===== src/sv/alst_pkg.sv =====
// types and constants of the alarm list second timer
package alst_pkg;

    // operation codes carried in the input tuser
    typedef enum logic [2:0] {
        OP_TICK   = 3'd0,
        OP_ADD    = 3'd1,
        OP_REMOVE = 3'd2,
        OP_SET    = 3'd3,
        OP_START  = 3'd4,
        OP_PAUSE  = 3'd5,
        OP_RESET  = 3'd6
    } op_t;

    // result status codes
    localparam logic [1:0] STATUS_OK      = 2'd0;
    localparam logic [1:0] STATUS_FULL    = 2'd1;
    localparam logic [1:0] STATUS_NOT_OCC = 2'd2;

    // input tdata layout
    localparam int IN_TDATA_W = 64;
    localparam int IN_TAG_LSB = 0;
    localparam int IN_DLY_LSB = 8;
    localparam int IN_POS_LSB = 24;
    localparam int IN_NT_LSB  = 28;

    // output tdata layout, count field follows the time field
    localparam int OUT_TAG_LSB  = 0;
    localparam int OUT_TIME_LSB = 8;
    localparam int OUT_CNT_LSB  = 40;

    typedef enum logic [2:0] {
        ST_IDLE = 3'b001,
        ST_SCAN = 3'b010,
        ST_FIN  = 3'b100
    } state_t;

    // one table entry
    typedef struct packed {
        logic [31:0] due_time;
        logic [7:0]  tag;
    } entry_t;

    // per-cell control: load from broadcast bus, or take the right neighbor
    typedef struct packed {
        logic load;
        logic shift;
    } cell_ctrl_t;

endpackage


===== src/sv/alarm_list_second_timer.sv =====
// alarm list second timer: seconds counter with an ordered row of alarm cells
// commands give their single result transfer via the finish state and the output register
// a running tick walks the table head once per entry, plus output stalls
// one item at a time; the row scan takes one entry per cycle unless a fire waits on output
// reset: time 0, paused, table empty; entries hold garbage but are never read
module alarm_list_second_timer #(
    parameter int ALARM_SLOTS = 16
) (
    input  logic                                    clk,
    input  logic                                    rst_n,
    // input stream
    input  logic                                    s_axis_tvalid,
    output logic                                    s_axis_tready,
    // alarm_tag, delay_seconds, position, new_time, zero pad
    input  logic [alst_pkg::IN_TDATA_W-1:0]         s_axis_tdata,
    // operation
    input  logic [2:0]                              s_axis_tuser,
    // result stream
    output logic                                    m_axis_tvalid,
    input  logic                                    m_axis_tready,
    // fired_tag, current_time, alarm_count, status, zero pad
    output logic [((43+$clog2(ALARM_SLOTS+1)+7)/8)*8-1:0] m_axis_tdata,
    // fired
    output logic                                    m_axis_tuser,
    output logic                                    m_axis_tlast
);
    import alst_pkg::*;

    localparam int CW     = $clog2(ALARM_SLOTS + 1);
    localparam int CMPW   = (CW > 4) ? CW : 4;
    localparam int ST_LSB = OUT_CNT_LSB + CW;

    // input field split
    op_t         in_op;
    logic [7:0]  in_tag;
    logic [15:0] in_delay;
    logic [3:0]  in_pos;
    logic [31:0] in_new_time;

    assign in_op       = op_t'(s_axis_tuser);
    assign in_tag      = s_axis_tdata[IN_TAG_LSB +: 8];
    assign in_delay    = s_axis_tdata[IN_DLY_LSB +: 16];
    assign in_pos      = s_axis_tdata[IN_POS_LSB +: 4];
    assign in_new_time = s_axis_tdata[IN_NT_LSB +: 32];

    // control and state registers
    state_t          state_reg,      state_next;
    logic [31:0]     time_reg,       time_next;
    logic            running_reg,    running_next;
    logic [CW-1:0]   count_reg,      count_next;
    logic [CW-1:0]   steps_reg,      steps_next;
    logic [1:0]      status_reg,     status_next;
    // a fired alarm held back until we know whether it is the final transfer
    logic            pend_valid_reg, pend_valid_next;
    logic [7:0]      pend_tag_reg,   pend_tag_next;
    logic [CW-1:0]   pend_count_reg, pend_count_next;

    // output register
    logic            out_valid_reg,  out_valid_next;
    logic            out_fired_reg;
    logic [7:0]      out_tag_reg;
    logic [31:0]     out_time_reg;
    logic [CW-1:0]   out_count_reg;
    logic [1:0]      out_status_reg;
    logic            out_last_reg;

    // emit request toward the output register
    logic            emit;
    logic            emit_fired;
    logic [7:0]      emit_tag;
    logic [CW-1:0]   emit_count;
    logic [1:0]      emit_status;
    logic            emit_last;

    logic            s_accept;
    logic            out_free;

    // cell row controls
    logic            do_add;
    logic            do_remove;
    logic            scan_shift;
    logic            scan_rotate;
    logic            head_match;
    entry_t          bus;
    entry_t          cell_q [ALARM_SLOTS];
    cell_ctrl_t      cell_ctrl [ALARM_SLOTS];

    assign s_axis_tready = (state_reg == ST_IDLE);
    assign s_accept      = s_axis_tvalid && s_axis_tready;
    assign out_free      = !out_valid_reg || m_axis_tready;

    // head entry is compared against the already advanced time
    assign head_match = (cell_q[0].due_time == time_reg);

    // during a scan the head rotates to the tail; otherwise the bus carries a new alarm
    always_comb
    begin
        if (state_reg == ST_SCAN)
        begin
            bus = cell_q[0];
        end
        else
        begin
            bus.due_time = time_reg + 32'(in_delay);
            bus.tag      = in_tag;
        end
    end

    // the cell row: each cell loads from the bus or takes its right neighbor
    for (genvar i = 0; i < ALARM_SLOTS; i++)
    begin : g_cell
        logic   add_sel;
        logic   rm_sel;
        logic   rot_sel;
        entry_t nbr;

        // add writes the first free slot, rotation writes the last occupied one
        assign add_sel = (count_reg == CW'(i));
        assign rot_sel = (count_reg == CW'(i + 1));
        // remove closes the gap from the removed position upward
        assign rm_sel  = (CMPW'(i) >= CMPW'(in_pos));

        assign cell_ctrl[i].load  = (do_add && add_sel) || (scan_rotate && rot_sel);
        assign cell_ctrl[i].shift = (do_remove && rm_sel) || scan_shift;

        if (i == ALARM_SLOTS - 1)
        begin : g_tail
            assign nbr = cell_q[i];
        end
        else
        begin : g_mid
            assign nbr = cell_q[i + 1];
        end

        alst_cell u_cell (
            .clk  (clk),
            .ctrl (cell_ctrl[i]),
            .bus  (bus),
            .nbr  (nbr),
            .q    (cell_q[i])
        );
    end

    // sequencer
    always_comb
    begin
        state_next      = state_reg;
        time_next       = time_reg;
        running_next    = running_reg;
        count_next      = count_reg;
        steps_next      = steps_reg;
        status_next     = status_reg;
        pend_valid_next = pend_valid_reg;
        pend_tag_next   = pend_tag_reg;
        pend_count_next = pend_count_reg;

        do_add      = 1'b0;
        do_remove   = 1'b0;
        scan_shift  = 1'b0;
        scan_rotate = 1'b0;

        emit        = 1'b0;
        emit_fired  = 1'b0;
        emit_tag    = 8'd0;
        emit_count  = count_reg;
        emit_status = STATUS_OK;
        emit_last   = 1'b1;

        case (state_reg)
            ST_IDLE:
            begin
                if (s_accept)
                begin
                    status_next     = STATUS_OK;
                    pend_valid_next = 1'b0;
                    state_next      = ST_FIN;
                    case (in_op)
                        OP_TICK:
                        begin
                            if (running_reg)
                            begin
                                time_next  = time_reg + 32'd1;
                                steps_next = count_reg;
                                state_next = ST_SCAN;
                            end
                        end
                        OP_ADD:
                        begin
                            if (count_reg == CW'(ALARM_SLOTS))
                            begin
                                status_next = STATUS_FULL;
                            end
                            else
                            begin
                                do_add     = 1'b1;
                                count_next = count_reg + CW'(1);
                            end
                        end
                        OP_REMOVE:
                        begin
                            if (CMPW'(in_pos) >= CMPW'(count_reg))
                            begin
                                status_next = STATUS_NOT_OCC;
                            end
                            else
                            begin
                                do_remove  = 1'b1;
                                count_next = count_reg - CW'(1);
                            end
                        end
                        OP_SET:
                        begin
                            time_next = in_new_time;
                        end
                        OP_START:
                        begin
                            running_next = 1'b1;
                        end
                        OP_PAUSE:
                        begin
                            running_next = 1'b0;
                        end
                        OP_RESET:
                        begin
                            running_next = 1'b0;
                            count_next   = '0;
                            time_next    = 32'd0;
                        end
                        default:
                        begin
                        end
                    endcase
                end
            end
            ST_SCAN:
            begin
                if (steps_reg == '0)
                begin
                    // every original entry seen: flush the held fire or a plain result
                    if (out_free)
                    begin
                        emit       = 1'b1;
                        emit_fired = pend_valid_reg;
                        emit_tag   = pend_valid_reg ? pend_tag_reg : 8'd0;
                        state_next = ST_IDLE;
                    end
                end
                else if (head_match)
                begin
                    // a new fire pushes out the held one as a non-final transfer
                    if (!pend_valid_reg || out_free)
                    begin
                        emit            = pend_valid_reg;
                        emit_fired      = 1'b1;
                        emit_tag        = pend_tag_reg;
                        emit_count      = pend_count_reg;
                        emit_last       = 1'b0;
                        scan_shift      = 1'b1;
                        count_next      = count_reg - CW'(1);
                        pend_valid_next = 1'b1;
                        pend_tag_next   = cell_q[0].tag;
                        pend_count_next = count_reg - CW'(1);
                        steps_next      = steps_reg - CW'(1);
                    end
                end
                else
                begin
                    // not due: move the head to the tail, order is kept
                    scan_shift  = 1'b1;
                    scan_rotate = 1'b1;
                    steps_next  = steps_reg - CW'(1);
                end
            end
            ST_FIN:
            begin
                if (out_free)
                begin
                    emit        = 1'b1;
                    emit_status = status_reg;
                    state_next  = ST_IDLE;
                end
            end
            default:
            begin
                state_next = ST_IDLE;
            end
        endcase
    end

    assign out_valid_next = emit || (out_valid_reg && !m_axis_tready);

    always_ff @(posedge clk or negedge rst_n)
    begin
        if (!rst_n)
        begin
            state_reg      <= ST_IDLE;
            time_reg       <= 32'd0;
            running_reg    <= 1'b0;
            count_reg      <= '0;
            steps_reg      <= '0;
            status_reg     <= STATUS_OK;
            pend_valid_reg <= 1'b0;
            out_valid_reg  <= 1'b0;
        end
        else
        begin
            state_reg      <= state_next;
            time_reg       <= time_next;
            running_reg    <= running_next;
            count_reg      <= count_next;
            steps_reg      <= steps_next;
            status_reg     <= status_next;
            pend_valid_reg <= pend_valid_next;
            out_valid_reg  <= out_valid_next;
        end
    end

    // payload registers, no reset needed
    always_ff @(posedge clk)
    begin
        pend_tag_reg   <= pend_tag_next;
        pend_count_reg <= pend_count_next;
        if (emit)
        begin
            out_fired_reg  <= emit_fired;
            out_tag_reg    <= emit_tag;
            out_time_reg   <= time_reg;
            out_count_reg  <= emit_count;
            out_status_reg <= emit_status;
            out_last_reg   <= emit_last;
        end
    end

    // result packing
    always_comb
    begin
        m_axis_tdata                       = '0;
        m_axis_tdata[OUT_TAG_LSB +: 8]     = out_tag_reg;
        m_axis_tdata[OUT_TIME_LSB +: 32]   = out_time_reg;
        m_axis_tdata[OUT_CNT_LSB +: CW]    = out_count_reg;
        m_axis_tdata[ST_LSB +: 2]          = out_status_reg;
    end

    assign m_axis_tvalid = out_valid_reg;
    assign m_axis_tuser  = out_fired_reg;
    assign m_axis_tlast  = out_last_reg;

endmodule


===== src/sv/alst_cell.sv =====
// one alarm table cell: holds an entry, loads from the bus or its right neighbor
module alst_cell (
    input  logic                clk,
    input  alst_pkg::cell_ctrl_t ctrl,
    input  alst_pkg::entry_t    bus,
    input  alst_pkg::entry_t    nbr,
    output alst_pkg::entry_t    q
);
    import alst_pkg::*;

    entry_t q_reg;
    entry_t q_next;

    always_comb
    begin
        q_next = q_reg;
        if (ctrl.load)
        begin
            q_next = bus;
        end
        else if (ctrl.shift)
        begin
            q_next = nbr;
        end
    end

    always_ff @(posedge clk)
    begin
        q_reg <= q_next;
    end

    assign q = q_reg;

endmodule


===== config.mk =====
export PLATFORM = sky130hd
export DESIGN_NAME = alarm_list_second_timer
export DESIGN_NICKNAME = d
export VERILOG_FILES = /design/src/sv/alst_pkg.sv /design/src/sv/alarm_list_second_timer.sv /design/src/sv/alst_cell.sv
export SDC_FILE = /design/constraint.sdc
export NUM_CORES = 1
export LEC_CHECK = 0
export BUFFER_PORTS_ARGS = -buffer_cell sky130_fd_sc_hd__buf_2
export CAP_MARGIN = 40
export CORE_UTILIZATION = 60
export DETAILED_ROUTE_END_ITERATION = 10
export GPL_TIMING_DRIVEN = 0
export PLACE_DENSITY = 0.85
export SLEW_MARGIN = 30
export SYNTH_ARGS = -nofsm -noshare
export SYNTH_HDL_FRONTEND = slang
export SYNTH_SLANG_ARGS = --single-unit

===== constraint.sdc =====
create_clock -name clk -period 9.3 [get_ports clk]
set_clock_uncertainty 0.05 [all_clocks]
set_input_delay 0.465 -clock clk [delete_from_list [all_inputs] [get_ports clk]]
set_output_delay 0.465 -clock clk [all_outputs]
set_load 0.005 [all_outputs]

# Yosys cells after proc, flatten, opt, wreduce, memory -nomap -nowiden
# Cells that the tools add are included.
# word_totals
ff_bits	752
latchBits	0
ram_bits	0
romBits	0
input_bits	71
output_inout_bits	52
word_cells	324
n_memories	0
# classes
add_sub_neg	5
mul	0
n_div	0
order_cmp	16
eq_ne	38
shifts	0
muxes	96
bitwise_logic	3
reduce_logical	118
# op_table
op	count
two-way mux 40 bit	31
one-hot mux 32 bit (3 select lines)	1
two-way mux 5 bit	16
logical AND 1 bit	49
== test 5 x 4 -> 1 bit (second input constant)	8
two-way mux 8 bit	5
logical OR 1 bit	34
nonzero test 2 bit	17
adder 32 x 1 -> 32 bit (second input constant)	1
adder 32 x 16 -> 32 bit	1
== test 32 bit	1
two-way mux 32 bit	1
>= comparator 4 bit (first input constant)	7
two-way mux 1 bit	28
== test 5 x 3 -> 1 bit (second input constant)	4
one-hot mux 5 bit (2 select lines)	2
>= comparator 3 x 4 -> 1 bit (first input constant)	4
two-way mux 3 bit	5
one-hot mux 5 bit (3 select lines)	1
== test 3 bit (second input constant)	4
== test 5 x 2 -> 1 bit (second input constant)	2
logical NOT 5 bit	2
inequality test 2 x 1 -> 1 bit (second input constant)	5
subtractor 5 x 1 -> 5 bit (second input constant)	2
28 further kinds	45

# Longest topological paths before layout
# Gate-level depths: netlist of the first run.
# logic_depth
depth_word	10
depth_mapped	14
ltp_nobuf	11

# Cells and area by module
# Synthesis of the first run repeated with hierarchy kept, for this count alone.
# hier_totals
hier_cells	2238
area_unflattened_um2	37836.3
# by_module_without_submodules
module	n_inst	cells_each	area_each_um2	seq_area_each_um2
alst_cell	16	86	1895.6	1201.2
alarm_list_second_timer	1	862	7507.2	3114.2

# Worst setup path after synthesis of the first run
# Ideal clock, no wire load.
# synth_path
path_kind	reg-to-reg
startpoint	register state_reg[0]
endpoint	register g_cell[1].u_cell.q_reg (netlist bit g_cell[1].u_cell.q[0]), enable pin
setup_time_ps	577
t_arrival_ps	6199
required_ps	8673
path_slack_ps	2475
stages_incl_launch_ff	8
n_path_buf	1
period_less_slack_ps	6825
cell_sequence	dfstp_2 -> buf_2 -> inv_1 -> nor3_4 -> nand2_2 -> nor3_2 -> nand2_1 -> o311ai_0
# synth_via
elab_chain_cells	7
elab_cells_between_ends	15
cone_classes	eq/ne: 2; mux: 6; reduce/logical: 7
# synth_lines
element	line_no	text
start, declared	alarm_list_second_timer.sv:47	state_t state_reg, state_next;
start signal, assigned	alarm_list_second_timer.sv:307	state_reg <= state_next;
== test 3 x 1 -> 1 bit *	alarm_list_second_timer.sv:88	assign s_axis_tready = (state_reg == ST_IDLE);
via s_axis_tready	alarm_list_second_timer.sv:13	output logic s_axis_tready,
logical AND 1 bit	alarm_list_second_timer.sv:89	assign s_accept = s_axis_tvalid && s_axis_tready;
two-way mux 1 bit	alarm_list_second_timer.sv:172	if (s_accept)
two-way mux 1 bit	alarm_list_second_timer.sv:169	case (state_reg)
logical AND 1 bit (on tied branches)	alarm_list_second_timer.sv:124, alarm_list_second_timer.sv:123	
logical OR 1 bit (on tied branches)	alarm_list_second_timer.sv:124, alarm_list_second_timer.sv:123	
nonzero test 2 bit (no source line) *	-	
end signal, assigned	alst_cell.sv:29	q_reg <= q_next;
end, declared	alst_cell.sv:11	entry_t q_reg;
# Mark *: on every way through the listed nets, which the timed path passes. The rest lies on a longest branch.
# A chain may end at the register's enable or synchronous reset.

# Final worst setup path of the first run
# layout_path
startpoint	register count_reg[0]
endpoint	register g_cell[13].u_cell.q_reg (netlist bit g_cell[13].u_cell.q[32]), enable pin
# layout_via
elab_chain_cells	8
elab_cells_between_ends	18
cone_classes	order compare: 1; eq/ne: 3; mux: 8; reduce/logical: 6
# layout_lines
element	line_no	text
start, declared	alarm_list_second_timer.sv:50	logic [CW-1:0] count_reg, count_next;
start signal, assigned	alarm_list_second_timer.sv:310	count_reg <= count_next;
>= comparator 4 x 5 -> 1 bit or == test 5 bit (tied branches)	alarm_list_second_timer.sv:201, alarm_list_second_timer.sv:189	
two-way mux 1 bit (on tied branches)	alarm_list_second_timer.sv:201, alarm_list_second_timer.sv:189	
two-way mux 1 bit	alarm_list_second_timer.sv:177	case (in_op)
two-way mux 1 bit	alarm_list_second_timer.sv:172	
two-way mux 1 bit	alarm_list_second_timer.sv:169	
logical AND 1 bit (on tied branches)	alarm_list_second_timer.sv:124, alarm_list_second_timer.sv:123	
logical OR 1 bit (on tied branches)	alarm_list_second_timer.sv:124, alarm_list_second_timer.sv:123	
nonzero test 2 bit (no source line) *	-	
end signal, assigned	alst_cell.sv:29	
end, declared	alst_cell.sv:11	
# Mark *: on every way between the ends. The rest lies on a longest branch, timed or not.

==> results.sh, run 1 <==
export IMPL_status="completed"
export IMPL_fin_nets=3237
export IMPL_numCtsBuffers=74
export IMPL_numPortBuffers=115
export IMPL_synth_top_cell_area_share_pct=63.39
export IMPL_ir_drop_uv=270.7
export IMPL_finalWorstSetupSlack_ns=4.195
export IMPL_antenna_found_initial=1
export IMPL_wl_per_cell_microns=21.18
export IMPL_worstSetupPathType="flip-flop to flip-flop"
export IMPL_cp_data_arrival_time_ns=5.38
export IMPL_grt_max_degree=51
export IMPL_yosys_area_top_type="edfxtp_1"
export IMPL_largest_reg_flops=640
export IMPL_hold_path_class="primary input to flip-flop"
export IMPL_wl_mm=82.46
export IMPL_synth_area_leaders="edfxtp_1, o21ai_0, nand2_1"
export IMPL_hpwl_mm=59.21
export IMPL_crit_path_start_kind="flip-flop"
export IMPL_fin_total_pwr_mw=8.204
export IMPL_dp_slack_ns=4.248
export IMPL_drive_gt1_share_pct=14.12
export IMPL_yosysUniqueCellTypes=82
export IMPL_ant_nets=0
export IMPL_cts_buffer_depth=3
export IMPL_rows=85
export IMPL_required_ns=9.58
export IMPL_hold_viol=0
export IMPL_synth_seq_area_share_pct=67.16
export IMPL_tightest_slew_ns=0.9312
export IMPL_hold_ws_ns=0.04913
export IMPL_synth_warnings=0
export IMPL_drt_iter0_drc=2439
export IMPL_syn_area_sq_mm=0.03325
export IMPL_synth_fp_nets=2993
export IMPL_gp_congestion=0.9344
export IMPL_synth_most_common_cell="edfxtp_1"
export IMPL_grt_pass1_vias=23410
export IMPL_route_detailed_drc=0
export IMPL_setup_tns_ns=0
export IMPL_cts_tree="yes"
export IMPL_rsz0062_at_grt="false"
export IMPL_gr_total_overflow=0
export IMPL_post_cts_buffers=0
export IMPL_gr_usage_all_layers_pct=29.22
export IMPL_cts_sinks=752
export IMPL_cp_max_fo=10
export IMPL_die_w_microns=237.4
export IMPL_setup_viol=0
export IMPL_via_count=23940
export IMPL_multiInputGateArea_sq_mm=0.009746
export IMPL_synth_flop_cell="edfxtp_1"
export IMPL_cp_end_kind="flip-flop"
export IMPL_start_util_pct=61.31
export IMPL_maxSlewViolCount=0
export IMPL_syn_avg_cell_area_sq_um=11.49
export IMPL_clk_latency_ns=0.63
export IMPL_area_growth_syn_to_layout_pct=13.31
export IMPL_coreArea_sq_mm=0.05424
export IMPL_yosys_top_cells_count="edfxtp_1, nand2_1, o21ai_0, nor2_1, a21oi_1"
export IMPL_max_slew_margin_pct=37.50
export IMPL_static_leakage_power_nw=14.46
export IMPL_h_tree_depth=3
export IMPL_netlist_instances=2893
export IMPL_power_density_mw_per_mm2=217.7
export IMPL_die_h_microns=237.4
export IMPL_ios=123
export IMPL_n_fill_cell=3532
export IMPL_viasPerCell=6.150
export IMPL_async_reset_ff_share_pct=6.649
export IMPL_regArea_sq_mm=0.02233
export IMPL_cts_root_buf="clkbuf_16"
export IMPL_period_needed_ns=5.105
export IMPL_grt_pass1_wl_mm=126.8
export IMPL_die_area_sq_mm=0.05637
export IMPL_ys_ff_latch=752
export IMPL_cap_violations=0
export IMPL_drt_pass1_iter_count=8
export IMPL_fmax_ghz=0.1959
export IMPL_clk_pin_slew_ns=0.07
export IMPL_synth_edf_count=702
export IMPL_fin_crit_sh_pct=54.89
[cell type report]
cell class              count  share of cell area (%)
flip-flops and latches    752                   59.27
multi-input cells        1859                   25.86
clock buffers              87                   5.183
repair buffers            168                   2.906
plain buffers             215                   2.766
well taps                 696                   2.311
clock inverters            47                   1.019
inverters                  67                  0.6674
diodes                      2                 0.01328
[placed cells by master (no fill, tap or decap), drive strengths merged, types with 9 or more instances in the layout]
cell type / instances
mux2: 15
a21o: 10
xnor2: 16
clkinv: 36
a31oi: 15
a21oi: 137
and3: 17
nor4: 9
edfxtp: 702
dfrtp: 49
nand2: 592
ha: 28
mux2i: 23
and2: 26
nand3: 33
xor2: 47
o21ai: 596
nor2: 160
buf: 263
a22oi: 15
inv: 71
clkbuf: 206
nor3: 27
[repair_timing]
action                     CTS  global route
hold endpoints to repair    49             0
gates resized for setup      0             0
hold buffers                 1             0
setup endpoints to repair    0             0
[kinds of logic after synthesis]
kind of cell	after synthesis	share of synthesized area [%]
other	1	0.01128
AO/OA/AOI/OAI	826	13.52
adder cells (fa/ha/maj)	29	1.114
AND/OR/NAND/NOR	902	11.29
multiplexers	38	1.358
flip-flops	752	67.16
XOR/XNOR	63	1.659
buffers and inverters	282	3.890
[path summary, 6_finish.rpt]
check,start,to,slack (ns),cells past startpoint
max in group asynchronous,rst_n,time_reg[21]$_DFFE_PN0P_,8.34,2
setup reg to reg,count_reg[0]$_DFFE_PN0P_,g_cell[13].u_cell.q[32]$_DFFE_PP_,4.20,14
min in group asynchronous,rst_n,m_axis_tvalid$_DFF_PN0_,0.37,2
hold / removal,s_axis_tdata[59],time_reg[31]$_DFFE_PN0P_,0.05,3
setup / recovery,count_reg[0]$_DFFE_PN0P_,g_cell[13].u_cell.q[32]$_DFFE_PP_,4.20,14
hold reg to reg,time_reg[18]$_DFFE_PN0P_,out_time_reg[18]$_DFFE_PP_,0.39,0
[critical path, cell delays in order (launching register included)]
cell	delay, ns
dfrtp_1	0.54
inv_1	0.22
ha_1	0.39
nand3_1	0.29
nand3_1	0.16
nor2_2	0.51
a22o_4	0.35
nand2_1	0.29
clkbuf_2	0.33
o211ai_1	0.38
buf_4	0.28
buf_2	0.25
buf_2	0.26
buf_2	0.25
buf_2	0.24
[metrics by stage]
stage,std cells,util [%],instance area [sq um]
6_report,3893,69.47,37680
5_1_grt,3892,69.46,37680
4_1_cts,3885,69.37,37630
3_5_place_dp,3750,65.05,35280
3_3_place_gp,3704,63.98,34700
2_1_floorplan,2893,-,33250
[metal layers]
| metal | vias up | GRT usage (%) | share of wire (%) |
|---|---|---|---|
| met1 | 11520 | 35.94 | 37 |
| met2 | 1334 | 50.25 | 50 |
| li1 | 10850 | - | - |
| met3 | 238 | 5.133 | 8.4 |
| met4 | 0 | 13.90 | 4.6 |
| met5 | - | 0 | 0 |
[report_power, final]
| group | internal (mW) | total, mW | switching (mW) |
|---|---|---|---|
| clock network | 1.63 | 2.91 | 1.29 |
| registers | 3.86 | 3.97 | 0.111 |
| logic | 0.354 | 1.32 | 0.966 |
(Power assumes the default switching activity.)
==> run 2, diff against run 1 <==
- CORE_UTILIZATION: 60 -> 56
- PLACE_DENSITY: 0.85 -> 0.83
- clock period: 9.3 -> 4.45 ns (I/O delays scaled with it)
==> results.sh, run 2 (synthesis results as in run 1) <==
export IMPL_p_int_mw=11.95
export IMPL_hold_viol=0
export IMPL_grt_pass1_vias=22700
export IMPL_gr_usage_met2_pct=45.44
export IMPL_worstSetupPathType="flip-flop to flip-flop"
export IMPL_wl_mm=79.63
export IMPL_setup_viol=0
export IMPL_ant_nets=0
export IMPL_startpoint="time_reg[24]$_DFFE_PN0P_"
export IMPL_met1_usage_pct=32.67
export IMPL_antenna_cells=0
export IMPL_period_needed_ns=4.280
export IMPL_p_comb_share_pct=16.4
export IMPL_final_common_cell="edfxtp_1"
export IMPL_hold_path_class="primary input to flip-flop"
export IMPL_rows=88
export IMPL_drive_gt1_share_pct=13.88
export IMPL_drt_iter0_drc=2335
export IMPL_ios=123
export IMPL_h_tree_depth=3
export IMPL_static_leakage_power_nw=14.55
export IMPL_power_density_mw_per_mm2=441.7
export IMPL_clk_pin_slew_ns=0.06
export IMPL_cap_violations=0
export IMPL_grt_most_used_layer="met2"
export IMPL_antenna_found_initial=0
export IMPL_status="completed"
export IMPL_final_area_sq_mm=0.03802
export IMPL_largest_reg_flops=640
export IMPL_r2r_start="time_reg[24]$_DFFE_PN0P_"
export IMPL_ir_drop_uv=375.9
export IMPL_required_ns=4.72
export IMPL_power_frac_seq_pct=49.5
export IMPL_drt_pass1_iter_count=8
export IMPL_use_met3_pct=4.900
export IMPL_hold_ws_ns=0.02957
export IMPL_maxSlewViolCount=0
export IMPL_grt_pass1_wl_mm=123.3
export IMPL_crit_chain="clkbuf_1, xor2_1, nor4_1, nand4_1, o21ba_1, buf_4, a22o_4, nand2_2, clkbuf_4, o211ai_1, buf_2, buf_2, buf_2, buf_2, buf_2"
export IMPL_fmax_ghz=0.2336
export IMPL_multiInputGateArea_sq_mm=0.009818
export IMPL_rsz0062_at_grt="false"
export IMPL_fin_nets=3272
export IMPL_swShare_pct=28.85
export IMPL_crit_top_cell="buf_2"
export IMPL_die_w_microns=245.7
export IMPL_crit_path_start_kind="flip-flop"
export IMPL_cts_sinks=752
export IMPL_area_growth_syn_to_layout_pct=14.33
export IMPL_slowest_delay_ns=0.43
export IMPL_numPortBuffers=115
export IMPL_gr_usage_all_layers_pct=26.48
export IMPL_gr_total_overflow=0
export IMPL_tightest_slew_ns=0.7664
export IMPL_hpwl_mm=58.25
export IMPL_layout_common_cells="edfxtp_1, nand2_1, o21ai_0"
export IMPL_wl_per_cell_microns=19.95
export IMPL_fin_crit_sh_pct=96.18
export IMPL_grt_max_degree=51
export IMPL_die_area_sq_mm=0.06036
export IMPL_dpl_instance_area_sq_mm=0.03535
export IMPL_start_util_pct=57.20
export IMPL_cts_root_buf="clkbuf_16"
export IMPL_cp_slowest_cell="xor2_1"
export IMPL_clk_latency_ns=0.62
export IMPL_gp_congestion=0.9223
export IMPL_route_detailed_drc=0
export IMPL_regArea_sq_mm=0.02234
export IMPL_die_h_microns=245.7
export IMPL_max_slew_margin_pct=47.44
export IMPL_hold_start="s_axis_tuser[2]"
export IMPL_p_switching_mw=4.845
export IMPL_coreArea_sq_mm=0.05814
export IMPL_numCtsBuffers=73
export IMPL_clockPowerShare_pct=34.1
export IMPL_via_count=23350
export IMPL_cp_max_fo=10
export IMPL_n_fill_cell=3978
export IMPL_cp_end_kind="flip-flop"
export IMPL_cts_tree="yes"
export IMPL_viasPerCell=5.850
export IMPL_cp_data_arrival_time_ns=4.55
export IMPL_cts_buffer_depth=3
[run 2: cell types whose count changed in the layout (fill, tap and decap cells not counted), sizes merged]
cell / delta
dlygate4sd3: +34
clkinv: -8
clkbuf: +7
bufinv: -4
buf: +3
diode: -2
clkinvlp: -1
inv: +1
[run 2: routing by layer]
metal	share of wire (%)	vias to the layer above
met4	4.3	0
met2	50	1097
met3	8.0	177
met5	0	-
met1	38	11180
li1	-	10900
[run 2: worst max-delay path: cells and delay by family (launching register included)]
kind                      cells  cell delay (ns)
buffers and inverters         8             2.03
AOI/OAI and AO/OA             3             0.65
and+or+nand+nor               3             0.45
xor gates and xnor gates      1             0.43
DFF                           1             0.35
[run 2: what timing repair did]
item                                   in CTS  in global routing
hold buffers                               35                  0
setup endpoints to repair                  86                 47
gates cloned                                0                  0
pin swaps                                   3                  4
setup buffers                               4                  4
gates resized for setup                     7                 10
endpoints found under the hold margin      84                  0
[run 2: layout make-up]
| class | count | share of cell area [%] |
|---|---|---|
| Clock buffer | 95 | 5.134 |
| Clock inverter | 35 | 0.5266 |
| Timing Repair Buffer | 205 | 3.841 |
| Tap cell | 765 | 2.518 |
| Sequential cell | 752 | 58.75 |
| Inverter | 67 | 0.6714 |
| Buffer | 214 | 2.738 |
| Multi-Input combinational cell | 1859 | 25.82 |
[run 2: stage by stage]
stage / instances / setup TNS, ns / total power [mW] / utilization (%) / worst slack [ns]
finish: 3992 / 0 / 16.79 / 65.40 / 0.1698
global route: 3992 / 0 / 17.37 / 65.40 / 0.01030
CTS: 3984 / 0 / 16.70 / 65.19 / 0.06229
detailed placement: 3815 / -9.833 / 11.03 / 60.80 / -0.4460
global placement: 3773 / -478.10 / 10.87 / 59.88 / -1.360
floorplan: 2893 / 0 / 9.958 / - / 0.0005884
[run 2: path summary, 6_finish.rpt]
| check | end | slack, ns | depth (start not counted) |
|---|---|---|---|
| hold / removal | running_reg$_DFFE_PN0P_ | 0.03 | 3 |
| max in group asynchronous | count_reg[0]$_DFFE_PN0P_ | 3.70 | 2 |
| hold reg to reg | out_time_reg[21]$_DFFE_PP_ | 0.39 | 0 |
| min in group asynchronous | count_reg[3]$_DFFE_PN0P_ | 0.14 | 2 |
| setup / recovery | g_cell[13].u_cell.q[31]$_DFFE_PP_ | 0.17 | 15 |
| setup reg to reg | g_cell[13].u_cell.q[31]$_DFFE_PP_ | 0.17 | 15 |
[run 2: power groups by stage]
stage                     combinational (mW)  sequential (mW)  clock [mW]
after floorplan                         1.59             8.37           0
after global placement                  2.43             8.44           0
after detailed placement                2.60             8.43           0
after CTS                               2.66             8.29        5.75
after global routing                    3.01             8.33        6.03
final                                   2.76             8.31        5.73
